<file path="config.mk">
export PLATFORM = sky130hd
export DESIGN_NAME = brsc_ctrl
export DESIGN_NICKNAME = d
export VERILOG_FILES = /design/src/brsc_pkg.sv /design/src/brsc_ctrl.sv
export SDC_FILE = /design/constraint.sdc
export NUM_CORES = 1
export LEC_CHECK = 0
export ABC_AREA = 1
export BUFFER_PORTS_ARGS = -buffer_cell sky130_fd_sc_hd__buf_4
export CAP_MARGIN = 25
export CORE_AREA = 10 10 47 49
export DETAILED_ROUTE_END_ITERATION = 7
export DIE_AREA = 0 0 57 59
export REMOVE_ABC_BUFFERS = 1
export SLEW_MARGIN = 10
export SYNTH_ARGS = -nofsm -noshare
export SYNTH_HDL_FRONTEND = slang
export SYNTH_SLANG_ARGS = --single-unit
</file>
<file path="constraint.sdc">
create_clock -name clk -period 1.1 [get_ports clk]
set_input_delay 0.11 -clock clk [delete_from_list [all_inputs] [get_ports clk]]
set_output_delay 0.11 -clock clk [all_outputs]
set_load 0.02 [all_outputs]
</file>
<file path="src/brsc_pkg.sv">
// Package for the bivariate risk-set counter.
// Holds the field widths, the depth of the sample memories, the mode codes and
// the command and status structs between controller and datapath. No dependencies.
package brsc_pkg;

	localparam int DEPTH   = 1024;
	localparam int ADDR_W  = $clog2(DEPTH);
	localparam int IDX_W   = 10;
	localparam int VAL_W   = 32;
	localparam int CNT_W   = 11;
	localparam int MODE_W  = 2;

	typedef enum logic [MODE_W-1:0] {
		MODE_LOAD  = 2'd0,
		MODE_INDEX = 2'd1,
		MODE_VALUE = 2'd2
	} mode_t;

	typedef struct packed {
		logic capture;
		logic wr_pair;
		logic rd_thr;
		logic thr_from_mem;
		logic thr_from_in;
		logic scan_rd;
		logic out_load;
		logic res_err;
	} ctl_cmd_t;

	typedef struct packed {
		logic [MODE_W-1:0] mode;
		logic              load_ok;
		logic              index_ok;
		logic              n_zero;
		logic              scan_last;
	} dp_sts_t;

endpackage

</file>
<file path="src/brsc_ctrl.sv">
// Controller of the bivariate risk-set counter: sequences load, threshold
// fetch, scan and result hand-off, and owns the request and result handshakes. Depends on brsc_pkg.
module brsc_ctrl import brsc_pkg::*; (
	input  logic     clk,
	input  logic     arst_n,
	input  logic     in_valid,
	output logic     in_ready,
	output logic     out_valid,
	input  logic     out_ready,
	input  dp_sts_t  sts,
	output ctl_cmd_t cmd
);

	typedef enum logic [2:0] {
		S_IDLE,
		S_DECIDE,
		S_LATCH,
		S_SCAN,
		S_DRAIN,
		S_FINISH
	} state_t;

	state_t state_q;
	state_t state_d;
	logic   err_q;
	logic   err_d;
	logic   out_valid_q;
	logic   out_free;

	assign in_ready  = state_q == S_IDLE;
	assign out_valid = out_valid_q;
	assign out_free  = !out_valid_q || out_ready;

	always_comb begin
		cmd     = '0;
		state_d = state_q;
		err_d   = err_q;
		unique case (state_q)
			S_IDLE: begin
				if (in_valid) begin
					cmd.capture = 1'b1;
					err_d       = 1'b0;
					state_d     = S_DECIDE;
				end
			end
			S_DECIDE: begin
				unique case (sts.mode)
					MODE_LOAD: begin
						cmd.wr_pair = sts.load_ok;
						err_d       = !sts.load_ok;
						state_d     = S_FINISH;
					end
					MODE_INDEX: begin
						if (sts.index_ok) begin
							cmd.rd_thr = 1'b1;
							state_d    = S_LATCH;
						end else begin
							err_d   = 1'b1;
							state_d = S_FINISH;
						end
					end
					MODE_VALUE: begin
						cmd.thr_from_in = 1'b1;
						state_d         = sts.n_zero ? S_FINISH : S_SCAN;
					end
					default: begin
						err_d   = 1'b1;
						state_d = S_FINISH;
					end
				endcase
			end
			S_LATCH: begin
				cmd.thr_from_mem = 1'b1;
				state_d          = S_SCAN;
			end
			S_SCAN: begin
				cmd.scan_rd = 1'b1;
				if (sts.scan_last) begin
					state_d = S_DRAIN;
				end
			end
			S_DRAIN: begin
				state_d = S_FINISH;
			end
			S_FINISH: begin
				if (out_free) begin
					cmd.out_load = 1'b1;
					cmd.res_err  = err_q;
					state_d      = S_IDLE;
				end
			end
			default: begin
				state_d = S_IDLE;
			end
		endcase
	end

	always_ff @(posedge clk or negedge arst_n) begin
		if (!arst_n) begin
			state_q     <= S_IDLE;
			err_q       <= 1'b0;
			out_valid_q <= 1'b0;
		end else begin
			state_q <= state_d;
			err_q   <= err_d;
			if (cmd.out_load) begin
				out_valid_q <= 1'b1;
			end else if (out_ready) begin
				out_valid_q <= 1'b0;
			end
		end
	end

endmodule

</file>
After elaboration in Yosys (flattened, before gate mapping)
Index checks and enable logic that the tools add are counted.
- $add $sub $neg: 0
- $mul: 0
- div/mod/pow operators: 0
- magnitude comparators: 0
- eq/ne operators: 12
- shifts and indexed selects: 0
- multiplexer cells: 25
- bitwise logic cells: 0
- reductions and logical operators: 9
- operator list (kind ; count):
    case mux 3 bit (6 select lines) ; 1
    two-way mux 3 bit ; 5
    two-way mux 1 bit ; 13
    != test 2 bit, second input constant ; 4
    == test 3 x 2 -> 1 bit, second input constant ; 2
    == test 3 bit, second input constant ; 2
    two-way mux 2 bit ; 3
    case mux 3 bit (2 select lines) ; 1
    AND reduction 4 bit ; 1
    nonzero test 2 bit ; 2
    == test 3 x 1 -> 1 bit, second input constant ; 1
    zero test 3 bit ; 1
    != test 3 bit, second input constant ; 1
    case mux 1 bit (3 select lines) ; 1
    AND reduction 3 bit ; 1
    == test 2 x 1 -> 1 bit, second input constant ; 1
    == test 2 bit, second input constant ; 1
    zero test 1 bit ; 2
    zero test 2 bit ; 1
    case mux 1 bit (2 select lines) ; 1
    logical OR 1 bit ; 1
- flip-flop bits (word level): 5
- latch bits: 0
- bits in writable memories: 0
- ROM bits: 0
- input port bits: 10
- output and inout port bits: 10
- word-level logic and storage cells: 49
- memories kept: 0

Logic depth before layout (Yosys ltp)
Gate-level depths: netlist of the first run.
- word-level depth: 5
- mapped depth: 8
- mapped depth without buffers: 8

Worst setup path after synthesis of the first run
No wires, ideal clock.
- path kind: flip-flop to flip-flop
- start: register state_q[0]
- end: register state_q[1]
- library setup time: 0.067 ns
- arrival: 1.145 ns
- data required time: 1.033 ns
- path slack: -0.112 ns
- stages on the path, launching flop included: 4
- path buffers: 0
- clock period less this slack: 1.212 ns
- path through: dfrtp_1 -> nor3_1 -> a31oi_1 -> nand2_1
- longest elaborated chain between the ends: 3
- elaborated cells on any way between the ends: 11
- classes of those cells: eq/ne: 8; mux: 1; reduce/logical: 2
- ends and longest elaborated chain (element ; line ; text):
    start, declared ; brsc_ctrl.sv:23 ; state_t state_q;
    start signal, assigned ; brsc_ctrl.sv:104 ; state_q <= state_d;
    == test 3 bit (tied with other cells) ; brsc_ctrl.sv:38 ; unique case (state_q)
    != test 2 bit (no line) ; -- ;
    AND reduction 3 bit (no line) ; -- ;
Parallel ways exist; a longest one is shown, timed or not.
A chain may end at the register's enable or synchronous reset.

==> flow_metrics.env, run 1 <==
export IMPL_status="finished, violations left"
export IMPL_violations="negative setup slack"
export IMPL_stdcell_count=122
export IMPL_io_pin_count=20
export IMPL_worstSetupEndpointType="output pin"
export IMPL_synthArstFlopShare_pct=100
export IMPL_switching_share_pct=46.6
export IMPL_track_usage_pct=9.22
export IMPL_numCtsBuffers=3
export IMPL_synth_common_cells="nand2_1, inv_1, nor2_1, dfrtp_1, nand3_1"
export IMPL_drc_errors=0
export IMPL_drt_wl_total_um=1510
export IMPL_drv_slew=0
export IMPL_antenna_left=0
export IMPL_insertedDiodeCount=0
export IMPL_min_path_type="primary input to flop"
export IMPL_synth_top_cell_area_share_pct=28.5
export IMPL_cp_slowest_cell="dfrtp_2"
export IMPL_clockRootBuffer="clkbuf_4"
export IMPL_nNetsFinal=120
export IMPL_fin_crit_sh_pct=120
export IMPL_fp_coreArea_mm2=0.00140
export IMPL_die_x_um=57
export IMPL_p_leak_uw=0.000465
export IMPL_insertion_delay_ns=0.25
export IMPL_p_per_area_mw_per_mm2=2520
export IMPL_drive_gt1_share_pct=51.9
export IMPL_worstPathRequired_ns=0.99
export IMPL_path_cells="nor2_4 -> nand2_2 -> nor2_1 -> buf_4"
export IMPL_drv_cap=0
export IMPL_synth_cells=71
export IMPL_dpl_cell_area_um2=624
export IMPL_peakVddDrop_v=0.00100
export IMPL_synth_seq_area_share_pct=28.5
export IMPL_p_comb_share_pct=69.7
export IMPL_arrival_ns=1.21
export IMPL_yosysUniqueCellTypes=17
export IMPL_avgViaCountPerCell=4.45
export IMPL_p_clk_share_pct=10.7
export IMPL_worst_slack_ns=-0.224
export IMPL_dieHeight_um=59
export IMPL_first_iter_violations=3
export IMPL_p_int_uw=1120
export IMPL_cp_start_kind="flop"
export IMPL_p_sw_uw=974
export IMPL_min_period_ns=1.32
export IMPL_fin_worst_skew_ns=0.00127
export IMPL_yosysWarnings=0
export IMPL_path_class="flop to output pin"
export IMPL_avgRoutedWirePerCell_um=12.4
export IMPL_worst_pin_slew_ns=0.235
export IMPL_cpPeakStageDelay_ns=0.47
export IMPL_path_delay_family="flip-flops"
export IMPL_cts_tree="built"
export IMPL_first_pass_iters=2
export IMPL_grt_overflow=0
export IMPL_antenna_found_initial=0
export IMPL_initial_core_util_pct=31.3
export IMPL_relSlewSlack_pct=84.3
export IMPL_finalHoldViolCount=0
export IMPL_yosysMostFrequentCell="nand2_1"
export IMPL_hpwlAfterDp_um=1050
export IMPL_synth_area_leaders="dfrtp_1, nand2_1, ha_1"
export IMPL_ys_ff_latch=5
export IMPL_grt_max_degree=7
export IMPL_yosys_most_used_dff="dfrtp_1"
export IMPL_syn_to_final_growth_pct=89.2
export IMPL_path_max_fanout=5
export IMPL_synth_avg_cell_area_um2=6.19
export IMPL_fp_row_count=14
export IMPL_clk_pin_slew_ns=0.05
export IMPL_htreeDepth=1
export IMPL_setup_tns_ns=-2.07
export IMPL_finalSetupViolCount=13
export IMPL_grt_pass1_vias=622
export IMPL_synth_area_um2=439
export IMPL_fin_area_um2=831
export IMPL_dp_cells=109
export IMPL_synth_edf_count=0
export IMPL_finish_utilization_pct=59.3
export IMPL_gp_congestion=0.716
export IMPL_numPortBuffers=19
export IMPL_cts_sinks=5
export IMPL_dieArea_mm2=0.00336
export IMPL_clock_fmax_mhz=755
export IMPL_clk_path_buf_depth=2
export IMPL_vias=543
export IMPL_seqPwrFrac_pct=19.6
export IMPL_grt_pass1_wl_um=2610
export IMPL_rsz0062_at_grt="true"
export IMPL_synth_top_cell_by_area="dfrtp_1"
export IMPL_path_buf_inv=1
layout make-up:
class | count | area (um2)
fillers | 136 | 571
multi-input cells | 52 | 324
repair buffers | 31 | 278
clock buffers | 4 | 26.3
well taps | 16 | 20.0
inverters | 14 | 55.1
flip-flops and latches | 5 | 128
power groups by stage:
stage | registers [uW] | clock network [uW] | logic [uW]
global placement | 368 | 0 | 935
CTS | 385 | 232 | 1280
finish | 410 | 224 | 1460
floorplan | 373 | 0 | 584
global route | 420 | 238 | 1620
detailed placement | 371 | 0 | 943
per-layer routing:
metal	vias to the layer above	global-route usage (%)	part of all wire, %
li1	290	-	-
met3	2	3.65	6.6
met2	14	18.0	54
met5	-	0	0
met1	237	8.82	39
met4	0	2.01	0.53
worst paths after layout:
kind                             from         end  slack (ns)  cells past startpoint
setup / recovery           state_q[0]      cmd[7]       -0.22                      4
hold / removal                 sts[3]       err_q        0.18                      4
max in group asynchronous      arst_n  state_q[0]        0.78                      2
hold reg to reg                 err_q       err_q        0.50                      2
min in group asynchronous      arst_n  state_q[2]        0.20                      2
setup reg to reg           state_q[2]  state_q[2]       -0.15                      7
what timing repair did:
item	4_1_cts	5_1_grt
cloned	0	0
setup endpoints to repair	12	13
hold buffers	1	0
pin swaps	4	3
hold endpoints to repair	5	0
resized for setup	19	8
buffers inserted	6	2
stage by stage:
stage | total power (uW) | worst slack (ns) | hold slack, ns
6_report | 2090 | -0.224 | 0.175
5_1_grt | 2270 | -0.272 | 0.195
4_1_cts | 1900 | -0.202 | 0.169
3_5_place_dp | 1310 | -0.100 | -0.0836
3_3_place_gp | 1300 | -0.0740 | -0.0839
2_1_floorplan | 957 | -0.112 | -0.186
flip-flops by register name, indices dropped and copies added (netlist names):
signal     count
err_q          1
state_q        3
out_valid      1
worst reg2reg max path, cell delays in order, from the launching register on:
cell and delay (ns):
dfrtp_2 0.44, inv_4 0.07, buf_4 0.14, buf_4 0.13
o21ai_0 0.15, nand2_1 0.07, nand2_1 0.06, o21ai_1 0.06
cell usage in the layout (no fill, tap or decap), drive strengths merged, types with 3 or more instances in the layout:
| master | Yosys | routed |
|---|---|---|
| nor2 | 11 | 11 |
| inv | 14 | 14 |
| nand2 | 22 | 22 |
| dfrtp | 5 | 5 |
| clkbuf | 0 | 4 |
| nand3 | 6 | 6 |
| a21oi | 3 | 3 |
| o21ai | 4 | 4 |
| ha | 3 | 3 |
| buf | 0 | 30 |
logic make-up after synthesis:
| logic type | share of synthesized area, % |
|---|---|
| flip-flops | 28.5 |
| adder cells (fa/ha/maj) | 8.55 |
| AO/OA/AOI/OAI | 9.40 |
| buffers and inverters | 12.0 |
| AND/OR/NAND/NOR | 41.6 |
No activity file was read; power rests on OpenSTA's default activity.
==> run 2, diff against run 1 <==
--- a/config.mk
+++ b/config.mk
@@ -11,6 +11,8 @@
 export CORE_AREA = 10 10 47 49
 export DETAILED_ROUTE_END_ITERATION = 7
 export DIE_AREA = 0 0 57 59
+export PLACE_DENSITY = 0.66
+export RECOVER_POWER = 100
 export REMOVE_ABC_BUFFERS = 1
 export SLEW_MARGIN = 10
 export SYNTH_ARGS = -nofsm -noshare
==> run 2 against run 1 <==
  * The run still ends with negative setup slack left
  * Register-to-register slack is essentially flat
  * Global-route usage shrank 0.16 points
  * Flip-flop and latch count unchanged
  * Design area decreased by 3.6%
  * Die area is the same
  * First-iteration DRC count rose to 3.0 times the previous value
  * Routed wire length shrank 2.6%
  * Sequential share of layout area grew 0.73 points
  * Critical path type unchanged
==> flow_metrics.env, run 2 (synthesis gave the netlist of run 1 again) <==
export IMPL_worst_pin_slew_ns=0.293
export IMPL_fin_hold_ws_ns=0.176
export IMPL_fin_crit_sh_pct=119
export IMPL_worst_slack_ns=-0.207
export IMPL_drive_gt1_share_pct=52.4
export IMPL_clk_path_buf_depth=2
export IMPL_violations="negative setup slack"
export IMPL_first_pass_iters=4
export IMPL_whs_path_depth=4
export IMPL_clock_fmax_mhz=765
export IMPL_dieArea_mm2=0.00336
export IMPL_cpPeakStageDelay_ns=0.49
export IMPL_p_per_area_mw_per_mm2=2460
export IMPL_cp_start_kind="flop"
export IMPL_finalHoldViolCount=0
export IMPL_numCtsBuffers=3
export IMPL_first_iter_violations=9
export IMPL_grt_overflow=0
export IMPL_regMostFlops="state_q"
export IMPL_initial_core_util_pct=31.3
export IMPL_p_leak_uw=0.000434
export IMPL_cts_tree="built"
export IMPL_cts_sinks=5
export IMPL_reg2reg_depth=9
export IMPL_largest_register_ff_count=3
export IMPL_relSlewSlack_pct=80.5
export IMPL_min_period_ns=1.31
export IMPL_hpwlAfterDp_um=1070
export IMPL_stdcell_count=119
export IMPL_htreeDepth=1
export IMPL_path_delay_family="flip-flops"
export IMPL_fp_coreArea_mm2=0.00140
export IMPL_peakVddDrop_v=0.000943
export IMPL_worstSetupEndpointType="output pin"
export IMPL_fin_worst_skew_ns=0.00740
export IMPL_vias=546
export IMPL_insertion_delay_ns=0.25
export IMPL_path_max_fanout=6
export IMPL_dieHeight_um=59
export IMPL_cp_slowest_cell="dfrtp_2"
export IMPL_track_usage_pct=9.06
export IMPL_rsz0062_at_grt="true"
export IMPL_path_cells="nor3_2 -> buf_4"
export IMPL_drv_slew=0
export IMPL_die_x_um=57
export IMPL_fp_row_count=14
export IMPL_nNetsFinal=117
export IMPL_drc_errors=0
export IMPL_drt_wl_total_um=1470
export IMPL_finalSetupViolCount=13
export IMPL_worstPathRequired_ns=0.99
export IMPL_clockRootBuffer="clkbuf_4"
export IMPL_grt_max_degree=7
export IMPL_r2r_slack_ns=-0.15
export IMPL_drv_cap=0
export IMPL_antenna_left=0
export IMPL_clk_pin_slew_ns=0.05
export IMPL_arrival_ns=1.20
export IMPL_antenna_found_initial=0
export IMPL_gp_congestion=0.728
export IMPL_insertedDiodeCount=0
export IMPL_status="finished, violations left"
export IMPL_dp_cells=109
export IMPL_avgViaCountPerCell=4.59
export IMPL_path_class="flop to output pin"
export IMPL_numPortBuffers=19
export IMPL_avgRoutedWirePerCell_um=12.4
export IMPL_min_path_type="primary input to flop"
export IMPL_worst_path_stages=2
export IMPL_path_buf_inv=1
export IMPL_final_cell_mix="nand2_1, buf_4, inv_1, buf_6, nor2_2"
export IMPL_io_pin_count=20
export IMPL_grt_pass1_vias=583
export IMPL_syn_to_final_growth_pct=82.3
export IMPL_num_fill_cells=128
export IMPL_grt_pass1_wl_um=2430
## run 2: cell types whose count changed in the layout (fill, tap and decap cells not counted), sizes merged
cell	before	now
buf	30	25
clkbuf	4	6
## run 2: final cells by class
class,count,area (um2),area share [%]
Multi-Input combinational cell,52,339,42.3
Tap cell,16,20.0,2.50
Inverter,14,57.6,7.19
Clock buffer,4,26.3,3.28
Sequential cell,5,129,16.1
Timing Repair Buffer,28,229,28.6
## run 2: stage by stage
stage | setup TNS [ns] | utilization (%) | power, uW | setup WS (ns) | cell area (um2)
2_1_floorplan | -0.120 | - | 957 | -0.112 | 439
3_3_place_gp | -0.208 | 44.6 | 1290 | -0.0773 | 624
3_5_place_dp | -0.211 | 44.6 | 1300 | -0.0745 | 624
4_1_cts | -1.82 | 55.8 | 1910 | -0.187 | 782
5_1_grt | -2.69 | 57.1 | 2120 | -0.269 | 801
6_report | -1.98 | 57.1 | 1970 | -0.207 | 801
## run 2: final timing paths
path                            startpoint         end
worst max-delay path            state_q[0]      cmd[4]
worst min-delay path                sts[3]       err_q
worst max register to register  state_q[2]       err_q
worst min register to register       err_q       err_q
max in group asynchronous           arst_n  state_q[0]
min in group asynchronous           arst_n  state_q[2]
## run 2: what timing repair did
item,in CTS,in global routing
hold buffers,1,0
buffers inserted,5,0
pin swaps,4,0
hold endpoints to repair,5,0
resized for setup,24,7
endpoints found under the setup margin,12,13
## run 2: worst min-delay path, cell delays in order
cell and delay [ns]:
buf_4 0.09, a21oi_1 0.06, nand3_1 0.07, nand2_1 0.05
## run 2: per-layer routing
layer | routed length (um) | GRT usage [%] | up-vias
met1 | 582 | 8.73 | 243
met5 | 0 | 0 | -
met3 | 90 | 4.72 | 2
li1 | - | - | 284
met2 | 782 | 15.5 | 17
met4 | 14 | 4.70 | 0
## run 2: where the power goes
group / total, uW / switching, uW / internal (uW)
Combinational: 1300 / 696 / 606
Sequential: 448 / 174 / 274
Clock: 220 / 82.2 / 138
==> run 3, diff against run 2 <==
--- a/config.mk
+++ b/config.mk
@@ -11,7 +11,7 @@
 export CORE_AREA = 10 10 47 49
 export DETAILED_ROUTE_END_ITERATION = 7
 export DIE_AREA = 0 0 57 59
-export PLACE_DENSITY = 0.66
+export PLACE_DENSITY = 0.64
 export RECOVER_POWER = 100
 export REMOVE_ABC_BUFFERS = 1
 export SLEW_MARGIN = 10
==> constraint.sdc (replaced) <==
create_clock -name clk -period 1.6 [get_ports clk]
set_input_delay 0.16 -clock clk [delete_from_list [all_inputs] [get_ports clk]]
set_output_delay 0.16 -clock clk [all_outputs]
set_load 0.02 [all_outputs]
==> run 3 against run 2 <==
  * Critical path depth is 2 higher
  * Core utilization is 14 points lower
  * Non-clock buffer count fell by 8
  * Highest routed layer is now met3
  * Die area is the same
  * Via count down 8.4%
  * Sequential share of layout area rose by 4.7 points
  * Total power down 52%
  * Combinational power shrank 58%
  * Clock-buffer cell count stayed put
  * Hold slack better by 0.023 ns
  * The flow now finishes without violations
==> flow_metrics.env, run 3 (synthesis gave the netlist of run 1 again) <==
export IMPL_cts_sinks=5
export IMPL_dpl_cell_area_um2=602
export IMPL_syn_to_final_growth_pct=37.3
export IMPL_fp_row_count=14
export IMPL_insertedDiodeCount=0
export IMPL_drc_errors=0
export IMPL_io_pin_count=20
export IMPL_p_total_uw=940
export IMPL_fin_hold_ws_ns=0.199
export IMPL_avgRoutedWirePerCell_um=10.4
export IMPL_first_pass_iters=3
export IMPL_dp_cells=106
export IMPL_stdcell_count=111
export IMPL_reg2reg_depth=8
export IMPL_worst_pin_slew_ns=0.297
export IMPL_fp_coreArea_mm2=0.00140
export IMPL_htreeDepth=1
export IMPL_grt_pass1_vias=505
export IMPL_hpwlAfterDp_um=1040
export IMPL_peakVddDrop_v=0.000800
export IMPL_whs_path_depth=4
export IMPL_setup_tns_ns=0
export IMPL_nNetsFinal=109
export IMPL_min_delay_worst_endpoint="state_q[1]"
export IMPL_drive_gt1_share_pct=24.2
export IMPL_grt_overflow=0
export IMPL_clk_path_buf_depth=2
export IMPL_initial_core_util_pct=31.3
export IMPL_min_period_ns=1.49
export IMPL_r2r_start="state_q[0]"
export IMPL_first_iter_violations=6
export IMPL_grt_max_degree=7
export IMPL_track_usage_pct=7.27
export IMPL_drt_wl_total_um=1160
export IMPL_dieArea_mm2=0.00336
export IMPL_finalSetupViolCount=0
export IMPL_r2r_slack_ns=0.36
export IMPL_numPortBuffers=19
export IMPL_cp_start_kind="flop"
export IMPL_drv_slew=0
export IMPL_path_max_fanout=6
export IMPL_avgViaCountPerCell=4.50
export IMPL_clock_fmax_mhz=671
export IMPL_vias=500
export IMPL_relSlewSlack_pct=80.0
export IMPL_rr_endpoint="err_q"
export IMPL_largest_register_ff_count=3
export IMPL_cts_resized=0
export IMPL_drv_cap=0
export IMPL_p_per_area_mw_per_mm2=1560
export IMPL_rsz0062_at_grt="false"
export IMPL_arrival_ns=1.33
export IMPL_clockRootBuffer="clkbuf_4"
export IMPL_die_x_um=57
export IMPL_gp_congestion=0.731
export IMPL_hold_path_startpoint="sts[0]"
export IMPL_fin_worst_skew_ns=0.00293
export IMPL_clk_pin_slew_ns=0.04
export IMPL_antenna_found_initial=0
export IMPL_worstSetupEndpointType="output pin"
export IMPL_final_cell_mix="nand2_1, buf_4, inv_1, nor2_1, nand3_1"
export IMPL_antenna_left=0
export IMPL_cts_tree="built"
export IMPL_regMostFlops="state_q"
export IMPL_dieHeight_um=59
export IMPL_status="complete, no violations"
export IMPL_grt_pass1_wl_um=2040
export IMPL_fin_crit_sh_pct=93.1
export IMPL_insertion_delay_ns=0.24
export IMPL_fin_area_um2=603
export IMPL_min_path_type="primary input to flop"
export IMPL_numCtsBuffers=3
export IMPL_worstPathRequired_ns=1.44
export IMPL_p_leak_uw=0.000368
export IMPL_layout_commonest_cell="nand2_1"
export IMPL_path_class="flop to output pin"
export IMPL_finalHoldViolCount=0
run 3: cell types whose count changed in the layout (fill, tap and decap cells not counted), moves of 5 or more:
| cell | change |
|---|---|
| nor2_1 | +7 |
| buf_4 | -8 |
| nor2_2 | -5 |
| buf_6 | -6 |
run 3: power breakdown:
part | internal, uW | switching [uW]
sequential | 183 | 64.0
combinational | 189 | 358
clock | 94.3 | 51.9
total | 466 | 474
run 3: worst max path at each step:
stage,startpoint,to,slack (ns),depth (start not counted)
after CTS,state_q[0],cmd[7],0.17,4
final,state_q[2],cmd[5],0.11,4
after floorplan,state_q[0],state_q[1],0.39,3
after global routing,state_q[2],cmd[3],0.02,4
after global placement,state_q[0],state_q[2],0.41,5
after detailed placement,state_q[0],err_q,0.39,8
run 3: worst max-delay path, stage by stage (launching register included):
cell and delay, ns:
dfrtp_1 0.42, inv_2 0.11, nand3_1 0.20, nor2_1 0.16
clkbuf_2 0.19
run 3: per-layer routing:
metal	vias to the layer above	wire length [um]	track usage (%)
met4	0	0	2.01
met5	-	0	0
li1	271	-	-
met3	0	52	3.00
met1	215	535	8.82
met2	14	569	11.5
run 3: final cells by class:
class,instances,area (um2)
Tap cell,16,20.0
Sequential cell,5,125
Clock buffer,4,26.3
Fill cell,172,798
Inverter,14,52.6
Multi-Input combinational cell,52,251
Timing Repair Buffer,20,128
run 3: timing repair:
action                                 in CTS  in global routing
buffers inserted                            0                  0
hold buffers                                1                  0
endpoints found under the hold margin       5                  0
run 3: per-stage QoR:
stage / worst slack (ns) / util, %
floorplan: 0.388 / -
global placement: 0.409 / 42.9
detailed placement: 0.390 / 42.9
CTS: 0.166 / 45.5
global route: 0.0190 / 43.0
finish: 0.110 / 43.0
